[src/rtl/sda_isqrt.sv]
// ----------------------------------------------------------------------------
// sda_isqrt: bit-pair integer square root
// one result bit per cycle, a 32-bit root for a 64-bit radicand
// ----------------------------------------------------------------------------
module sda_isqrt (
  input  logic        clk,
  input  logic        rst,
  input  logic        start,
  input  logic [63:0] radicand,
  output logic        done,
  output logic [31:0] root
);

  logic        busy;
  logic [63:0] rem;
  logic [63:0] r;
  logic [63:0] bit_r;
  logic [63:0] trial;

  assign trial = r + bit_r;
  assign root  = r[31:0];

  always_ff @(posedge clk) begin
    if (rst) begin
      busy <= 1'b0;
      done <= 1'b0;
    end else begin
      done <= 1'b0;
      if (start && !busy) begin
        busy  <= 1'b1;
        rem   <= radicand;
        r     <= '0;
        bit_r <= 64'd1 << 62;
      end else if (busy) begin
        if (rem >= trial) begin
          rem <= rem - trial;
          r   <= (r >> 1) + bit_r;
        end else begin
          r   <= r >> 1;
        end
        bit_r <= bit_r >> 2;
        if (bit_r == 64'd1) begin
          busy <= 1'b0;
          done <= 1'b1;
        end
      end
    end
  end

endmodule

[config.mk]
export PLATFORM = sky130hd
export DESIGN_NAME = sda_isqrt
export DESIGN_NICKNAME = d
export VERILOG_FILES = /design/src/rtl/sda_isqrt.sv
export SDC_FILE = /design/constraint.sdc
export NUM_CORES = 1
export LEC_CHECK = 0
export BUFFER_PORTS_ARGS = -buffer_cell sky130_fd_sc_hd__buf_2
export CAP_MARGIN = 20
export CORE_UTILIZATION = 65
export DETAILED_ROUTE_END_ITERATION = 7
export PLACE_DENSITY = 0.85
export SYNTH_ARGS = -nofsm -noshare
export SYNTH_HDL_FRONTEND = slang
export SYNTH_SLANG_ARGS = --single-unit
[constraint.sdc]
create_clock -name clk -period 21.2 [get_ports clk]
set_input_delay 0 -clock clk [delete_from_list [all_inputs] [get_ports clk]]
set_output_delay 0 -clock clk [all_outputs]
set_load 0.02 [all_outputs]
# Word level (Yosys, flattened, before mapping)
# Cells that the tools add are included.
op_classes:
  n_addsub: 3
  magnitude_cmp: 1
  n_eq_ne: 1
  n_mux: 10
  n_bitwise: 2
  n_reduce_logical: 7
ops:
  columns: ["operator", "n"]
  rows:
  - ["$mux W64", 5]
  - ["$add A63 B63 Y64", 1]
  - ["$add A64 B63 Y64", 1]
  - ["$ge A64 B64 Y1", 1]
  - ["$sub A64 B64 Y64", 1]
  - ["$mux W63", 1]
  - ["$eq A32 B1 Y1 const B", 1]
  - ["$mux W1", 4]
  - ["$reduce_bool A2 Y1", 2]
  - ["$reduce_and A3 Y1", 1]
  - ["$reduce_or A3 Y1", 1]
  - ["$not A1 Y1", 2]
  - ["$reduce_and A2 Y1", 1]
  - ["$logic_and A1 B1 Y1", 1]
  - ["$logic_not A1 Y1", 1]
word_totals:
  regBits: 162
  inputBits: 67
  out_inout_bits: 33
  wordCells: 29

# Depth between registers and ports, before layout
logic_depth:
  depth_word: 5
  mapped_depth: 25
  depth_no_buf: 21

# Least setup slack after synthesis
# OpenSTA, ideal clock, no wires.
synth_timing:
  kind: "reg-to-reg"
  startpoint: "register bit_r[0]"
  endpoint: "register rem[0] (enable)"
  setup_ps: 507
  arrival_time_ps: 7711
  required_time_ps: 20693
  path_slack_ps: 12982
  stages_incl_launch_ff: 24
  n_path_buf: 3
  synth_period_minus_slack_ps: 8218
  cell_sequence: "edfxtp_1 ha_1 ha_1 a21oi_1 o21ai_1 a311oi_1 o311ai_1 a311oi_1 o21ai_1 a21oi_1 o21ai_0 xnor2_1 ha_1 buf_2 nand2_1 nor2_1 nand2_1 nor4_1 nor4b_1 a221oi_2 and2_4 buf_6 buf_2 a21oi_1"
synth_via:
  elab_chain_cells: 4
synth_lines:
  columns: ["element", "line_no", "source"]
  rows:
  - ["start, declared", "17", "logic [63:0] bit_r;"]
  - ["start signal, assigned", "33", "bit_r <= 64'd1 << 62;"]
  - ["start signal, assigned", "41", "bit_r <= bit_r >> 2;"]
  - ["$add A64 B63 Y64", "20", "assign trial = r + bit_r;"]
  - ["$ge A64 B64 Y1", "35", "if (rem >= trial) begin"]
  - ["$reduce_bool A2 Y1 (no line)", null, null]
  - ["$reduce_and A3 Y1 (no line)", null, null]
  - ["end signal, assigned", "31", "rem <= radicand;"]
  - ["end signal, assigned", "36", "rem <= rem - trial;"]
  - ["end, declared", "15", "logic [63:0] rem;"]
# No other way between the ends.
# A chain may end at the register's enable or synchronous reset.

# Final worst setup path
layout_timing:
  startpoint: "register r[4]"
  endpoint: "register rem[42] (enable)"
layout_via:
  elab_chain_cells: 4
layout_lines:
  columns: ["element", "line_no", "source"]
  rows:
  - ["start, declared", "16", "logic [63:0] r;"]
  - ["start signal, assigned", "37", "r <= (r >> 1) + bit_r;"]
  - ["start signal, assigned", "39", "r <= r >> 1;"]
  - ["$add A64 B63 Y64", "20", null]
  - ["$ge A64 B64 Y1", "35", null]
  - ["$reduce_bool A2 Y1 (no line)", null, null]
  - ["$reduce_and A3 Y1 (no line)", null, null]
# No other way between the ends.

==> run_summary.xml <==
<?xml version="1.0" encoding="UTF-8"?>
<metrics>
  <group name="synthesis">
    <metric name="synth-compound-area-share" unit="%">25.7</metric>
    <metric name="ys_ff_latch" unit="">162</metric>
    <metric name="synthCells" unit="">1931</metric>
    <metric name="synth.area.mux_share" unit="%">0.562</metric>
    <metric name="synth_area_per_cell" unit="um^2">8.30</metric>
    <metric name="post_synth_num_cell_types" unit="">76</metric>
    <metric name="synth_seq_area_share" unit="%">30.2</metric>
    <metric name="synth_fp_nets" unit="">2129</metric>
    <metric name="synth_simple_gate_area_share" unit="%">20.2</metric>
    <metric name="yosys_most_used_dff" unit="">edfxtp_1</metric>
    <metric name="synth_top_family_by_area" unit="">compound AO/OA/AOI/OAI gates</metric>
    <metric name="async_flop_share" unit="%">0</metric>
    <metric name="synth_adder_area_share" unit="%">10.3</metric>
    <metric name="post_synth_xor_area_fraction" unit="%">8.14</metric>
    <metric name="syn_area" unit="mm^2">0.0160</metric>
    <metric name="synth_enable_flop_cells" unit="">160</metric>
    <metric name="ys_warn_count" unit="">0</metric>
  </group>
  <group name="timing">
    <metric name="setup-violations-final" unit="">0</metric>
    <metric name="post-route-period-util" unit="%">34.0</metric>
    <metric name="maxClockFrequency" unit="MHz">139</metric>
    <metric name="rsz_0062_raised_after_global_routing" unit="">no</metric>
    <metric name="timing.setup.tns" unit="ps">0</metric>
    <metric name="fin_crit" unit="ps">7210</metric>
    <metric name="fin_worst_skew" unit="ps">17.4</metric>
    <metric name="max_slew_margin" unit="%">30.9</metric>
    <metric name="worst-slew-pin-transition" unit="ps">1040</metric>
    <metric name="finalMaxSlewViolations" unit="">0</metric>
    <metric name="hold-worst-slack" unit="ps">2.71</metric>
    <metric name="hold_viol" unit="">0</metric>
  </group>
  <group name="drt">
    <metric name="route.top_layer_used" unit="">met4</metric>
    <metric name="first_iter_violations" unit="">1881</metric>
    <metric name="wl_met2" unit="um">20600</metric>
    <metric name="route.detailed.wl_per_inst" unit="um">20.7</metric>
    <metric name="vias_per_cell" unit="">6.70</metric>
    <metric name="wirelength" unit="um">48300</metric>
    <metric name="wl_met1" unit="um">21300</metric>
    <metric name="detailroute.wirelength.met3" unit="um">5270</metric>
    <metric name="via_count" unit="">15600</metric>
    <metric name="drt_first_pass_iters" unit="">7</metric>
    <metric name="antenna_left" unit="">0</metric>
    <metric name="drc" unit="">0</metric>
  </group>
  <group name="hold_path">
    <metric name="hold_path.class" unit="">in -&gt; reg</metric>
    <metric name="holdCritStartpoint" unit="">radicand[61]</metric>
  </group>
  <group name="global_routing">
    <metric name="antenna_found_initial" unit="">0</metric>
    <metric name="grtUsageTotal" unit="%">37.2</metric>
    <metric name="grt_pass1_wl" unit="um">74800</metric>
    <metric name="pin_count_of_the_biggest_net_entering_global_routing" unit="">102</metric>
    <metric name="global_route.overflow_total" unit="">0</metric>
    <metric name="first_global_vias" unit="">14100</metric>
  </group>
  <group name="cts">
    <metric name="clock_tree.root_cell" unit="">clkbuf_16</metric>
    <metric name="cts_clock_pin_slew_for_the_worst_setup_and_hold_paths" unit="ps">80</metric>
    <metric name="clock_buffer_count_from_cts" unit="">17</metric>
    <metric name="cts_htree_levels" unit="">4</metric>
    <metric name="cts.sink_count" unit="">162</metric>
    <metric name="clock_insertion_delay_worst_skew" unit="ps">450</metric>
    <metric name="clk_path_buf_depth" unit="">2</metric>
    <metric name="post_cts_setup_repair_bufs" unit="">0</metric>
    <metric name="tritoncts_clock_tree" unit="">yes</metric>
  </group>
  <group name="cells_and_area">
    <metric name="post_layout_nonfiller_instances" unit="">2331</metric>
    <metric name="layout-drive-gt1-share" unit="%">8.62</metric>
    <metric name="area_growth_synth_to_finish" unit="%">9.69</metric>
    <metric name="antenna_diode_count" unit="">0</metric>
    <metric name="finish.net_count" unit="">2192</metric>
  </group>
  <group name="critical_path">
    <metric name="ordered_cell_list_for_the_critical_path" unit="">ha_1, nand4_1, o21ai_1, a31oi_1, o21ai_1, o2bb2ai_1, a21oi_1, o21ai_1, nor2_1, a2111oi_0, ha_1, inv_2, nor2_1, nand2_1, nor4_1, nor4b_1, a221oi_2, buf_4, and2_4, a21oi_4, buf_4</metric>
    <metric name="worstPathRequired" unit="ps">21260</metric>
    <metric name="crit_path_start_kind" unit="">flip-flop</metric>
    <metric name="critical_path_peak_fanout" unit="">64</metric>
    <metric name="crit_path_start" unit="">r[4]$_SDFFCE_PP0P_</metric>
    <metric name="crit_top_cell" unit="">o21ai_1</metric>
    <metric name="worstReg2RegStart" unit="">r[4]$_SDFFCE_PP0P_</metric>
    <metric name="critical_path.max_stage_delay" unit="ps">750</metric>
    <metric name="critical_path.n_buffers_inverters" unit="">3</metric>
    <metric name="critical_path.endpoint_type" unit="">flip-flop</metric>
    <metric name="worstPathArrival" unit="ps">7270</metric>
    <metric name="worst-setup-path-type" unit="">reg -&gt; reg</metric>
    <metric name="timing.critical_path.slowest_stage_cell" unit="">a2111oi_0</metric>
    <metric name="path_delay_family" unit="">compound AO/OA/AOI/OAI gates</metric>
  </group>
  <group name="floorplanning">
    <metric name="design.core.area" unit="mm^2">0.0242</metric>
    <metric name="dieHeight" unit="um">159</metric>
    <metric name="die_area" unit="mm^2">0.0253</metric>
    <metric name="fp-row-count" unit="">57</metric>
    <metric name="initial_utilization" unit="%">66.1</metric>
    <metric name="num_io_pins" unit="">100</metric>
    <metric name="die-width" unit="um">159</metric>
  </group>
  <group name="pwr">
    <metric name="power_per_cell_area" unit="mW/mm^2">116</metric>
    <metric name="max-vdd-ir-drop" unit="uV">71.9</metric>
    <metric name="power.static_leakage" unit="nW">6.78</metric>
  </group>
  <group name="place">
    <metric name="post-dp-hpwl" unit="um">35500</metric>
    <metric name="placement.io_buffers" unit="">99</metric>
    <metric name="gp_congestion" unit="">0.982</metric>
    <metric name="numPlacedInstances" unit="">2238</metric>
  </group>
  <group name="job">
    <metric name="cap_violations" unit="">0</metric>
  </group>
  <group name="run_status">
    <metric name="outcome" unit="">complete, no violations</metric>
  </group>
</metrics>
[registers in the layout (all words and copies together), names as in the netlist]
register,flops
rem,64
r,64
bit_r,32
busy,1
done,1
[path summary, 6_finish.rpt]
| kind | to | slack (ps) | cells after the start |
|---|---|---|---|
| worst max register to register | rem[42]$_DFFE_PP_ | 13990 | 21 |
| worst min-delay path | rem[61]$_DFFE_PP_ | 3 | 3 |
| worst max-delay path | rem[42]$_DFFE_PP_ | 13990 | 21 |
| worst min register to register | busy$_SDFF_PP0_ | 640 | 2 |
[logic make-up (layout without fill, tap and decap cells)]
| group | count (synthesis) | after routing |
|---|---|---|
| simple gates | 670 | 670 |
| buf+inv | 167 | 243 |
| xor+xnor | 149 | 149 |
| compound gates | 643 | 643 |
| flops | 162 | 162 |
| fa+ha+maj | 131 | 131 |
| mux | 9 | 9 |
[placed cells by master, fill, tap and decap left out, types with 8 or more instances in the layout]
cell / n
a211oi_1: 34
nand3_1: 48
and2_1: 56
nor3b_1: 8
o21bai_1: 35
o31ai_1: 19
xor2_1: 70
nand2b_1: 11
inv_1: 40
o211ai_1: 9
nand2_1: 201
nor4_1: 14
ha_1: 130
a21boi_0: 10
nor2_1: 163
o21a_1: 20
a31oi_1: 71
xnor2_1: 79
edfxtp_1: 160
clkbuf_16: 17
a31o_2: 13
or3_1: 21
nor3_1: 36
and3_1: 22
a21o_1: 49
dlygate4sd3_1: 61
nor2b_1: 17
o21ai_1: 12
a21oi_1: 192
nand4_1: 43
buf_2: 99
mux2i_1: 9
o21ai_0: 95
[worst min-delay path: stages]
cell      delay (ps)
buf_2             80
nor2_1            40
a211oi_1         180
[cell type report]
| class | count | area, um^2 |
|---|---|---|
| Fill cell | 1925 | 6670 |
| Timing Repair Buffer | 167 | 1160 |
| Tap cell | 324 | 405 |
| Multi-Input combinational cell | 1602 | 10400 |
| Sequential cell | 162 | 4840 |
| Inverter | 44 | 166 |
| Clock inverter | 15 | 159 |
| Clock buffer | 17 | 425 |
[Yosys cell counts, types with 5 or more instances]
| master | instances | area share [%] |
|---|---|---|
| a311oi_1 | 5 | 0.27 |
| nand4_1 | 43 | 1.7 |
| a21boi_0 | 10 | 0.47 |
| a31o_2 | 13 | 0.71 |
| o211a_1 | 5 | 0.31 |
| a21oi_1 | 193 | 6.0 |
| nor3_1 | 36 | 1.1 |
| nand3_1 | 48 | 1.5 |
| o31ai_1 | 19 | 0.89 |
| nand2b_1 | 12 | 0.47 |
| buf_2 | 21 | 0.66 |
| a221oi_1 | 6 | 0.33 |
| nor2b_1 | 17 | 0.66 |
| inv_1 | 42 | 0.98 |
| a211oi_1 | 34 | 1.6 |
| nor3b_1 | 8 | 0.37 |
| o21bai_1 | 35 | 1.6 |
| and4_1 | 5 | 0.27 |
| ha_1 | 130 | 10 |
| mux2i_1 | 9 | 0.56 |
| o31a_1 | 5 | 0.27 |
| nor4_1 | 14 | 0.55 |
| a211o_1 | 5 | 0.27 |
| nand2_1 | 201 | 4.7 |
| o21ai_1 | 12 | 0.37 |
| xnor2_1 | 79 | 4.3 |
| o211ai_1 | 9 | 0.42 |
| o22ai_1 | 7 | 0.27 |
| or4_1 | 7 | 0.33 |
| or3_1 | 21 | 0.82 |
| buf_4 | 32 | 1.5 |
| and3_1 | 22 | 0.86 |
| or2_2 | 5 | 0.20 |
| a21o_1 | 49 | 2.3 |
| a31oi_1 | 71 | 2.8 |
| o21a_1 | 20 | 0.94 |
| nor2_1 | 163 | 3.8 |
| and2_1 | 56 | 2.2 |
| a21boi_1 | 6 | 0.28 |
| edfxtp_1 | 160 | 30 |
| a41oi_1 | 7 | 0.38 |
| o21ai_0 | 95 | 3.0 |
| clkbuf_1 | 65 | 1.5 |
| xor2_1 | 70 | 3.8 |
[power breakdown]
group          total (mW)  internal, mW  switching [mW]
Sequential          0.529         0.456          0.0727
Combinational        1.20         0.461           0.741
Clock               0.316         0.159           0.158
Total                2.05          1.08           0.971
[routing by layer]
layer	track usage (%)	vias up
met4	10.4	0
li1	-	7343
met2	55.8	952
met5	0	-
met3	5.76	93
met1	55.4	7222
[stage by stage]
step                util (%)  total power [mW]  area, um^2  setup slack, ps
floorplan                  -              1.42       16000            12980
global placement        67.6              1.66       16400            14380
detailed placement      67.6              1.68       16400            14170
CTS                     72.5              2.01       17600            14130
global route            72.5              2.17       17600            13620
finish                  72.5              2.05       17600            13990
[what timing repair did]
action / in CTS / in global routing
resized for setup: 0 / 0
hold buffers: 61 / 0
hold endpoints to repair: 62 / 0
Power figures use the tool's default switching activity.
