File: src/rtl/sda_pkg.sv
// ----------------------------------------------------------------------------
// sda_pkg: shared types and constants for the spherical distance/azimuth block
// fixed-point formats, cordic arctangent table and the unit request and response structs
// ----------------------------------------------------------------------------
package sda_pkg;

  localparam int ANGLE_FRAC_BITS = 16;
  localparam int CORDIC_STEPS    = 24;
  localparam int STEP_W          = $clog2(CORDIC_STEPS);
  localparam int OUT_SHIFT       = 32 - ANGLE_FRAC_BITS;

  localparam int LAT_W  = 24;
  localparam int LON_W  = 25;
  localparam int DIST_W = 24;
  localparam int AZI_W  = 25;
  localparam int TRIG_W = 34;   // multiplier operand, q30 plus headroom
  localparam int ATAN_N = 12;

  // angles inside the block: signed degrees times 2^32
  localparam logic signed [63:0] DEG90     = 64'sd90 <<< 32;
  localparam logic signed [63:0] DEG180    = 64'sd180 <<< 32;
  localparam logic signed [63:0] DEG360    = 64'sd360 <<< 32;
  localparam logic signed [63:0] ONE_Q30   = 64'sd1 <<< 30;
  localparam logic signed [63:0] ONE_SQ    = 64'sd1 <<< 60;
  localparam logic signed [63:0] INV_GAIN  = 64'sd652032874;

  localparam logic signed [LAT_W-1:0] LAT_LIM = LAT_W'(90 << ANGLE_FRAC_BITS);
  localparam logic signed [63:0] FULL_OUT = 64'sd360 <<< ANGLE_FRAC_BITS;
  localparam logic [DIST_W-1:0] DIST_MAX  = DIST_W'(180 << ANGLE_FRAC_BITS);
  localparam logic [AZI_W-1:0]  AZI_MAX   = AZI_W'(360 << ANGLE_FRAC_BITS);
  localparam logic [AZI_W-1:0]  BAZ_SAME  = AZI_W'(180 << ANGLE_FRAC_BITS);

  // value in nano-degrees to degrees times 2^32
  function automatic logic signed [63:0] nano_to_q32(logic [63:0] nd);
    logic [63:0] whole;
    logic [63:0] frac;
    whole = nd / 64'd1000000000;
    frac  = ((nd % 64'd1000000000) << 32) / 64'd1000000000;
    return $signed((whole << 32) + frac);
  endfunction

  localparam logic signed [63:0] COEF_SIN2  = nano_to_q32(64'd192436000);
  localparam logic signed [63:0] COEF_SIN4  = nano_to_q32(64'd323000);
  localparam logic signed [63:0] RADIAN_Q32 = nano_to_q32(64'd57295779513);

  localparam logic signed [63:0] ATAN_TAB [ATAN_N] = '{
    nano_to_q32(64'd45000000000), nano_to_q32(64'd26565051177),
    nano_to_q32(64'd14036243468), nano_to_q32(64'd7125016349),
    nano_to_q32(64'd3576334375),  nano_to_q32(64'd1789910608),
    nano_to_q32(64'd895173710),   nano_to_q32(64'd447614171),
    nano_to_q32(64'd223810500),   nano_to_q32(64'd111905677),
    nano_to_q32(64'd55952892),    nano_to_q32(64'd27976453)
  };

  // atan(2^-i) in degrees; beyond the table the small-angle form
  function automatic logic signed [63:0] atan_step(logic [STEP_W-1:0] i);
    if (i < STEP_W'(ATAN_N)) begin
      return ATAN_TAB[i[3:0]];
    end
    return RADIAN_Q32 >>> i;
  endfunction

  // round half up from 2^-32 degree to the port scale
  function automatic logic signed [63:0] to_out(logic signed [63:0] q);
    return (q + (64'sd1 <<< (OUT_SHIFT - 1))) >>> OUT_SHIFT;
  endfunction

  typedef struct packed {
    logic               start;
    logic               vec;     // 1: vectoring (atan2), 0: rotation (sin/cos)
    logic signed [63:0] angle;
    logic signed [63:0] x;
    logic signed [63:0] y;
  } cordic_req_t;

  typedef struct packed {
    logic               busy;
    logic               done;
    logic signed [63:0] x;
    logic signed [63:0] y;
    logic signed [63:0] z;
  } cordic_rsp_t;

endpackage

File: src/rtl/sda_cordic.sv
// ----------------------------------------------------------------------------
// sda_cordic: shared iterative cordic unit
// rotation mode gives cos/sin of a degree angle, vectoring mode gives atan2
// ----------------------------------------------------------------------------
module sda_cordic (
  input  logic                 clk,
  input  logic                 rst,
  input  sda_pkg::cordic_req_t req,
  output sda_pkg::cordic_rsp_t rsp
);

  typedef enum logic [3:0] {
    C_IDLE = 4'b0001,
    C_WRAP = 4'b0010,
    C_RUN  = 4'b0100,
    C_FIN  = 4'b1000
  } cst_t;

  cst_t                         state;
  logic                         vec;
  logic                         neg;
  logic [sda_pkg::STEP_W-1:0]   idx;
  logic signed [63:0]           x;
  logic signed [63:0]           y;
  logic signed [63:0]           z;
  logic signed [63:0]           dx;
  logic signed [63:0]           dy;
  logic signed [63:0]           at;
  logic                         dir;

  assign dx  = y >>> idx;
  assign dy  = x >>> idx;
  assign at  = sda_pkg::atan_step(idx);
  // rotation drives z to zero, vectoring drives y to zero
  assign dir = vec ? y[63] : !z[63];

  assign rsp.busy = (state != C_IDLE);
  assign rsp.done = (state == C_FIN);
  assign rsp.x    = neg ? -x : x;
  assign rsp.y    = neg ? -y : y;
  assign rsp.z    = z;

  always_ff @(posedge clk) begin
    if (rst) begin
      state <= C_IDLE;
    end else begin
      unique case (state)
        C_IDLE: begin
          if (req.start) begin
            vec <= req.vec;
            neg <= 1'b0;
            idx <= '0;
            if (req.vec) begin
              if (req.x == 64'sd0 && req.y == 64'sd0) begin
                x     <= '0;
                y     <= '0;
                z     <= '0;
                state <= C_FIN;
              end else if (req.x < 64'sd0) begin
                // pre-rotate into the right half plane
                if (req.y >= 64'sd0) begin
                  x <= req.y;
                  y <= -req.x;
                  z <= sda_pkg::DEG90;
                end else begin
                  x <= -req.y;
                  y <= req.x;
                  z <= -sda_pkg::DEG90;
                end
                state <= C_RUN;
              end else begin
                x     <= req.x;
                y     <= req.y;
                z     <= '0;
                state <= C_RUN;
              end
            end else begin
              x     <= sda_pkg::INV_GAIN;
              y     <= '0;
              z     <= req.angle;
              state <= C_WRAP;
            end
          end
        end
        C_WRAP: begin
          // one step of range reduction per cycle, then fold to +-90
          if (z >= sda_pkg::DEG180) begin
            z <= z - sda_pkg::DEG360;
          end else if (z < -sda_pkg::DEG180) begin
            z <= z + sda_pkg::DEG360;
          end else if (z > sda_pkg::DEG90) begin
            z     <= z - sda_pkg::DEG180;
            neg   <= 1'b1;
            state <= C_RUN;
          end else if (z < -sda_pkg::DEG90) begin
            z     <= z + sda_pkg::DEG180;
            neg   <= 1'b1;
            state <= C_RUN;
          end else begin
            state <= C_RUN;
          end
        end
        C_RUN: begin
          if (dir) begin
            x <= x - dx;
            y <= y + dy;
            z <= z - at;
          end else begin
            x <= x + dx;
            y <= y - dy;
            z <= z + at;
          end
          idx <= idx + 1'b1;
          if (idx == sda_pkg::STEP_W'(sda_pkg::CORDIC_STEPS - 1)) begin
            state <= C_FIN;
          end
        end
        C_FIN: begin
          state <= C_IDLE;
        end
        default: begin
          state <= C_IDLE;
        end
      endcase
    end
  end

endmodule

File: config.mk
export PLATFORM = sky130hd
export DESIGN_NAME = sda_cordic
export DESIGN_NICKNAME = d
export VERILOG_FILES = /design/src/rtl/sda_pkg.sv /design/src/rtl/sda_cordic.sv
export SDC_FILE = /design/constraint.sdc
export NUM_CORES = 2
export LEC_CHECK = 0
export ABC_AREA = 1
export BUFFER_PORTS_ARGS = -buffer_cell sky130_fd_sc_hd__buf_2
export CAP_MARGIN = 20
export CORE_MARGIN = 5
export CORE_UTILIZATION = 30
export CTS_CLUSTER_SIZE = 14
export DETAILED_ROUTE_END_ITERATION = 10
export PLACE_DENSITY = 0.5
export SYNTH_ARGS = -nofsm -noshare
export SYNTH_HDL_FRONTEND = slang
export SYNTH_SLANG_ARGS = --single-unit
File: constraint.sdc
create_clock -name clk -period 9.1 [get_ports clk]
set_clock_uncertainty 0.15 [all_clocks]
set_input_delay 0.455 -clock clk [delete_from_list [all_inputs] [get_ports clk]]
set_output_delay 0.455 -clock clk [all_outputs]
set_load 0.01 [all_outputs]
# Word level (Yosys, flattened, before mapping)
# Memory sizes are Yosys's and may differ from the RTL's.
# Cells that the tools add are included.
[totals]
reg_bits = 203
mem_bits_ro = 1024
in_bits = 196
out_inout_bits = 194
wordCells = 108
n_memories = 1
[classes]
addsub = 15
order_cmp = 8
eq_ne = 12
n_shift = 3
muxes = 48
bitwise_logic = 2
n_reduce_logical = 12
[memory_table]
columns = ["memory", "depth", "width", "read_ports", "rd_ports_with_merged_regs", "write_ports", "line_no", "text"]
rows = [
  ["(no name shown)", 16, 64, 1, 0, 0, "sda_pkg.sv:58", "return ATAN_TAB[i[3:0]];"],
]
[ops]
columns = ["cell", "count"]
rows = [
  ["$mux 64", 28],
  ["$neg 64->64", 4],
  ["$pmux 64 s2", 2],
  ["$add 64x64->64", 3],
  ["$pmux 64 s3", 1],
  ["$sub 64x64->64", 3],
  ["$logic_not 64->1", 2],
  ["$sshr 64x5->64", 2],
  ["$add 64x41->64 const B", 1],
  ["$add 64x42->64 const B", 1],
  ["$ge 64x1->1 const B", 1],
  ["$ge 64x41->1 const B", 1],
  ["$gt 64x40->1 const B", 1],
  ["$lt 64x1->1 const B", 1],
  ["$lt 64x40->1 const B", 1],
  ["$lt 64x41->1 const B", 1],
  ["$sshr 39x5->64 const A", 1],
  ["$sub 64x41->64 const B", 1],
  ["$sub 64x42->64 const B", 1],
  ["$mux 4", 6],
  ["$pmux 4 s3", 1],
  ["$pmux 5 s2", 1],
  ["$ne 2x2->1 const B", 4],
  ["$reduce_and 4->1", 2],
  ["other kinds (22)", 30],
]

# Logic depth before layout (Yosys ltp)
[depth]
ltp_word = 9
depth_mapped = 41

# Least setup slack after synthesis
# OpenSTA, ideal clock, no wires.
[synth_path]
path_type = "register to register"
start = "reg state[1]"
end = "reg idx[0] (netlist bit) (enable)"
t_arrival_ns = 6.411
t_required_ns = 8.323
setup_slack_ns = 1.912
path_stages_with_launch = 7
path_buffers = 1
period_less_slack_ns = 7.188
path_cell_list = "dfxtp_1 -> nor2_1 -> nand3_1 -> clkbuf_1 -> inv_2 -> nor2_1 -> nor2_1"
[synth_via]
elab_chain_len = 3
word_cells_on_any_way = 5
cone_classes = "3 x eq/ne; 2 x reduce/logical"
[synth_rtl]
columns = ["element", "line_no", "text"]
rows = [
  ["start, declared", "sda_cordic.sv:19", "cst_t state;"],
  ["start signal, assigned", "sda_cordic.sv:45", "state <= C_IDLE;"],
  ["start signal, assigned", "sda_cordic.sv:58", "state <= C_FIN;"],
  ["start signal, assigned", "sda_cordic.sv:70", "state <= C_RUN;"],
  ["$eq 4x1->1 / $eq 4x3->1 (equally long branches)", "sda_cordic.sv:47", "unique case (state)"],
  ["$ne 2x2->1 (no source line) / $reduce_bool 2->1 (equally long branches)", "n/a", ""],
  ["$reduce_and 3->1 (no source line) *", "n/a", ""],
  ["end signal, assigned", "sda_cordic.sv:113", "idx <= idx + 1'b1;"],
  ["end, declared", "sda_cordic.sv:22", "logic [sda_pkg::STEP_W-1:0] idx;"],
]
# Mark *: on every way between the ends. The rest lies on a longest branch, timed or not.
# A chain may end at the register's enable or synchronous reset.

# Worst setup path in the final report
[layout_path]
start = "reg idx[1] (netlist bit)"
end = "reg y[55] (data pin)"
[layout_via]
elab_chain_len = 4
word_cells_on_any_way = 5
cone_classes = "2 x add/sub; 1 x shift; 2 x mux"
[layout_rtl]
columns = ["element", "line_no", "text"]
rows = [
  ["$sshr 64x5->64 *", "sda_cordic.sv:32", "assign dy = x >>> idx;"],
  ["$sub 64x64->64 / $add 64x64->64 (equally long branches)", "sda_cordic.sv:110, sda_cordic.sv:106", ""],
  ["$mux 64 *", "sda_cordic.sv:104", "if (dir) begin"],
  ["$pmux 64 s2 *", "sda_cordic.sv:47", ""],
  ["end signal, assigned", "sda_cordic.sv:63", "y <= -req.x;"],
  ["end signal, assigned", "sda_cordic.sv:106", "y <= y + dy;"],
  ["end signal, assigned", "sda_cordic.sv:110", "y <= y - dy;"],
  ["end, declared", "sda_cordic.sv:24", "logic signed [63:0] y;"],
]
# Marked as above.

==> qor.csv <==
stage,metric,value,unit
drt,WL final,283300,µm
global_routing,vias in the first global route,56180,
setup_path,WS Path Type,register to register,
hold_path,hold depth,3,
power,Worst IR Drop VDD,236.0,µV
timing,Final TNS setup,0,ns
die,starting density of the core,30.26,%
cts,clock slew at the register clock pins of the worst setup and hold paths,0.06,ns
drt,drt wl/cell,26.76,µm
synthesis,Syn. warnings,0,
synthesis,Async SR Flop Fraction,0,%
setup_path,r2r endpoint,y[55],
die,# rows,143,
die,die area,161500,µm²
synthesis,Syn Nets,8729,
global_routing,first-pass GRT wire length,398200,µm
setup_path,CP max stage delay,1.04,ns
timing,Final period util,86.74,%
drt,DRT Pass-1 Iters,9,
timing,Final setup viols,0,
power,Clk pwr share,5.3,%
timing,WHS,0.05160,ns
cts,H-Tree Depth,1,
cts,worst-case clock buffer depth,3,
global_routing,GRT Total Usage,32.94,%
timing,worst slew pin tran,1.350,ns
job,Max-Cap Viols,0,
power,sw frac,66.75,%
synthesis,"Seq/Total Area, Yosys",13.14,%
die,Ports,390,
power,Pleak,23.10,nW
timing,Max Freq,126.7,MHz
die,die width,401.9,µm
power,Pint,8.518,mW
setup_path,WP data required,9.29,ns
cts,CTS resizes,0,
setup_path,CP Launch Type,register,
cts,CTS buffer count,31,
synthesis,synthesized flop and latch total,203,
timing,RSZ-0062 raised after global routing,no,
finish,synthesis-to-finish area growth,11.56,%
synthesis,Post-synth EDFFs,199,
synthesis,synthesized instance count,8311,
cts,TritonCTS clock tree,yes,
power,Logic pwr share,84.7,%
die,area of the core,152300,µm²
timing,relative slew slack,9.402,%
drt,via count,60870,
global_routing,initial antenna violation count,25,
setup_path,flop2flop setup slack,1.21,ns
synthesis,synth unique cells,68,
setup_path,Slowest cell on crit path,o21ai_0,
timing,Slew Limit Fails,0,
cts,clock root cell,clkbuf_16,
setup_path,critical-path maximum fanout,61,
power,net switching power,17.10,mW
hold_path,Worst Hold End,vec,
die,DIE HEIGHT,401.9,µm
cts,clock sinks,203,
hold_path,Hold Crit Class,input pin to register,
hold_path,HP Start,req[193],
drt,Antenna Nets Post-Route,0,
global_routing,largest net degree at the start of global routing,137,
drt,# DRC,0,
finish,nets@finish,8944,
setup_path,worst reg2reg startpoint,idx[1],
finish,share of cells above drive strength 1,7.640,%
power,Seq pwr share,10.0,%
place,I/O Buffers,389,
setup_path,CP dominant cell by count,nand2_1,
synthesis,Syn Area/Cell,5.544,µm²
place,dpl hpwl,232500,µm
setup_path,Setup crit end kind,register,
power,Cell Pwr Density,498.4,nW/µm²
synthesis,mapped cell area,46070,µm²
cts,worst-skew pair later-pin latency,0.66,ns
run_status,outcome,finished clean,
timing,final hold violations,0,
setup_path,CP Data Arrival Time,8.09,ns
drt,initial drt markers,8029,
drt,DR vias/cell,5.750,
global_routing,total grt overflow,0,
synthesis,top_reg_cell synth,edfxtp_1,
place,GP Congestion,1.047,
timing,Tmin final,7.893,ns
setup_path,R2R cell count,35,
## registers in the layout (all words and copies together) (netlist names)
name,cells
x,64
y,64
z,64
idx,5
state,4
neg,1
vec,1
## Yosys cell counts (all sizes together) (7+ instances only)
cell,instances,area [µm²]
nand2,2139,8054
nand3,1080,5415
nor2,978,3757
inv,885,3324
o21ai,715,3605
a21oi,541,2715
xor2,289,2531
ha,219,2740
edfxtp,199,5976
clkbuf,185,694.4
buf,162,912.1
nor3,160,825.8
xnor2,118,1033
nand4,111,700.7
nor4,105,663.1
a31oi,77,481.7
a21o,47,352.8
o211ai,47,352.8
o22ai,45,281.5
or2,42,262.8
o21a,25,187.7
nand3b,23,172.7
o31ai,16,120.1
o21bai,12,90.09
o221ai,10,87.58
a32o,7,70.07
and2,7,43.79
and3,7,43.79
o2111ai,7,61.31
## layout make-up
| class | instances | area [µm²] |
|---|---|---|
| Fill cell | 17500 | 100900 |
| Multi-Input combinational cell | 6873 | 35140 |
| Sequential cell | 203 | 6056 |
| Inverter | 888 | 3349 |
| Timing Repair Buffer | 529 | 3204 |
| Tap cell | 2030 | 2540 |
| Clock buffer | 34 | 787.0 |
| Clock inverter | 20 | 300.3 |
| Antenna cell | 9 | 22.52 |
## metal layers
metal	global-route usage, %	wire [µm]
met1	45.93	123100
met2	48.90	117000
met3	7.491	29590
met4	13.31	13630
met5	0	45
## worst max path at each step
stage                     slack (ns)  depth (start not counted)  endpoint     start
final                           1.21                         35     y[55]    idx[1]
after global routing            0.87                         35     y[55]    idx[1]
after CTS                       1.41                         35     y[55]    idx[0]
after detailed placement        1.48                         35     y[55]    idx[0]
after global placement          1.54                         33     y[55]    idx[1]
after floorplan                 1.91                          6    idx[0]  state[1]
## layout by cell type (no fill, tap or decap), types with 15 or more instances in the layout
cell type	n
dlygate4sd3_1	50
inv_2	15
o31ai_1	16
buf_4	84
nor2_2	17
a31oi_1	77
o21ai_1	36
clkbuf_16	31
o22ai_1	45
buf_2	388
or2_2	40
a21oi_1	538
edfxtp_1	199
a21o_1	47
inv_1	862
nand3_1	1077
ha_1	219
nor2_1	954
nor3_1	153
nand2_1	2128
xor2_1	289
o21ai_0	673
nor4_1	104
o21a_1	25
nand3b_1	23
nand4_1	110
o211ai_1	47
xnor2_1	118
## kinds of logic (layout without fill, tap and decap cells)
family / after synthesis / count (layout) / share of synthesized area, %
simple gates: 4656 / 4656 / 43.35
xor+xnor: 407 / 407 / 7.737
flops: 203 / 203 / 13.14
other cells: 0 / 9 / 0
buf+inv: 1235 / 1471 / 10.73
compound gates: 1588 / 1588 / 18.96
fa+ha+maj: 222 / 222 / 6.078
## worst max-delay path, delay by kind of cell (launching register included)
kind	cells	cell delay, ns
adders and majority gates	2	0.58
and+or+nand+nor	22	3.00
buffers and inverters	7	1.41
AOI/OAI and AO/OA	3	1.45
DFF	1	0.46
xor gates and xnor gates	1	0.48
## stage by stage
step | worst slack (ns) | power [mW] | area, µm² | util (%) | cells
after floorplan | 1.912 | 15.74 | 46070 | - | 8311
after global placement | 1.538 | 23.70 | 49750 | 32.67 | 10470
after detailed placement | 1.480 | 23.54 | 49760 | 32.68 | 10470
after CTS | 1.413 | 25.05 | 51340 | 33.72 | 10570
after global routing | 0.8677 | 27.36 | 51380 | 33.74 | 10580
final | 1.207 | 25.62 | 51400 | 33.76 | 10590
## repair_timing
item,in CTS,in global routing
hold buffers,50,0
endpoints found under the hold margin,52,0
buffers inserted,0,0
## power by group through the flow
stage                     clock network [mW]  registers [mW]  logic [mW]
after CTS                               1.37            2.50        21.2
after detailed placement                   0            2.52        21.0
final                                   1.36            2.57        21.7
after global placement                     0            2.52        21.2
after floorplan                            0            1.97        13.8
after global routing                    1.41            2.55        23.4
No activity file was read; power rests on OpenSTA's default activity.
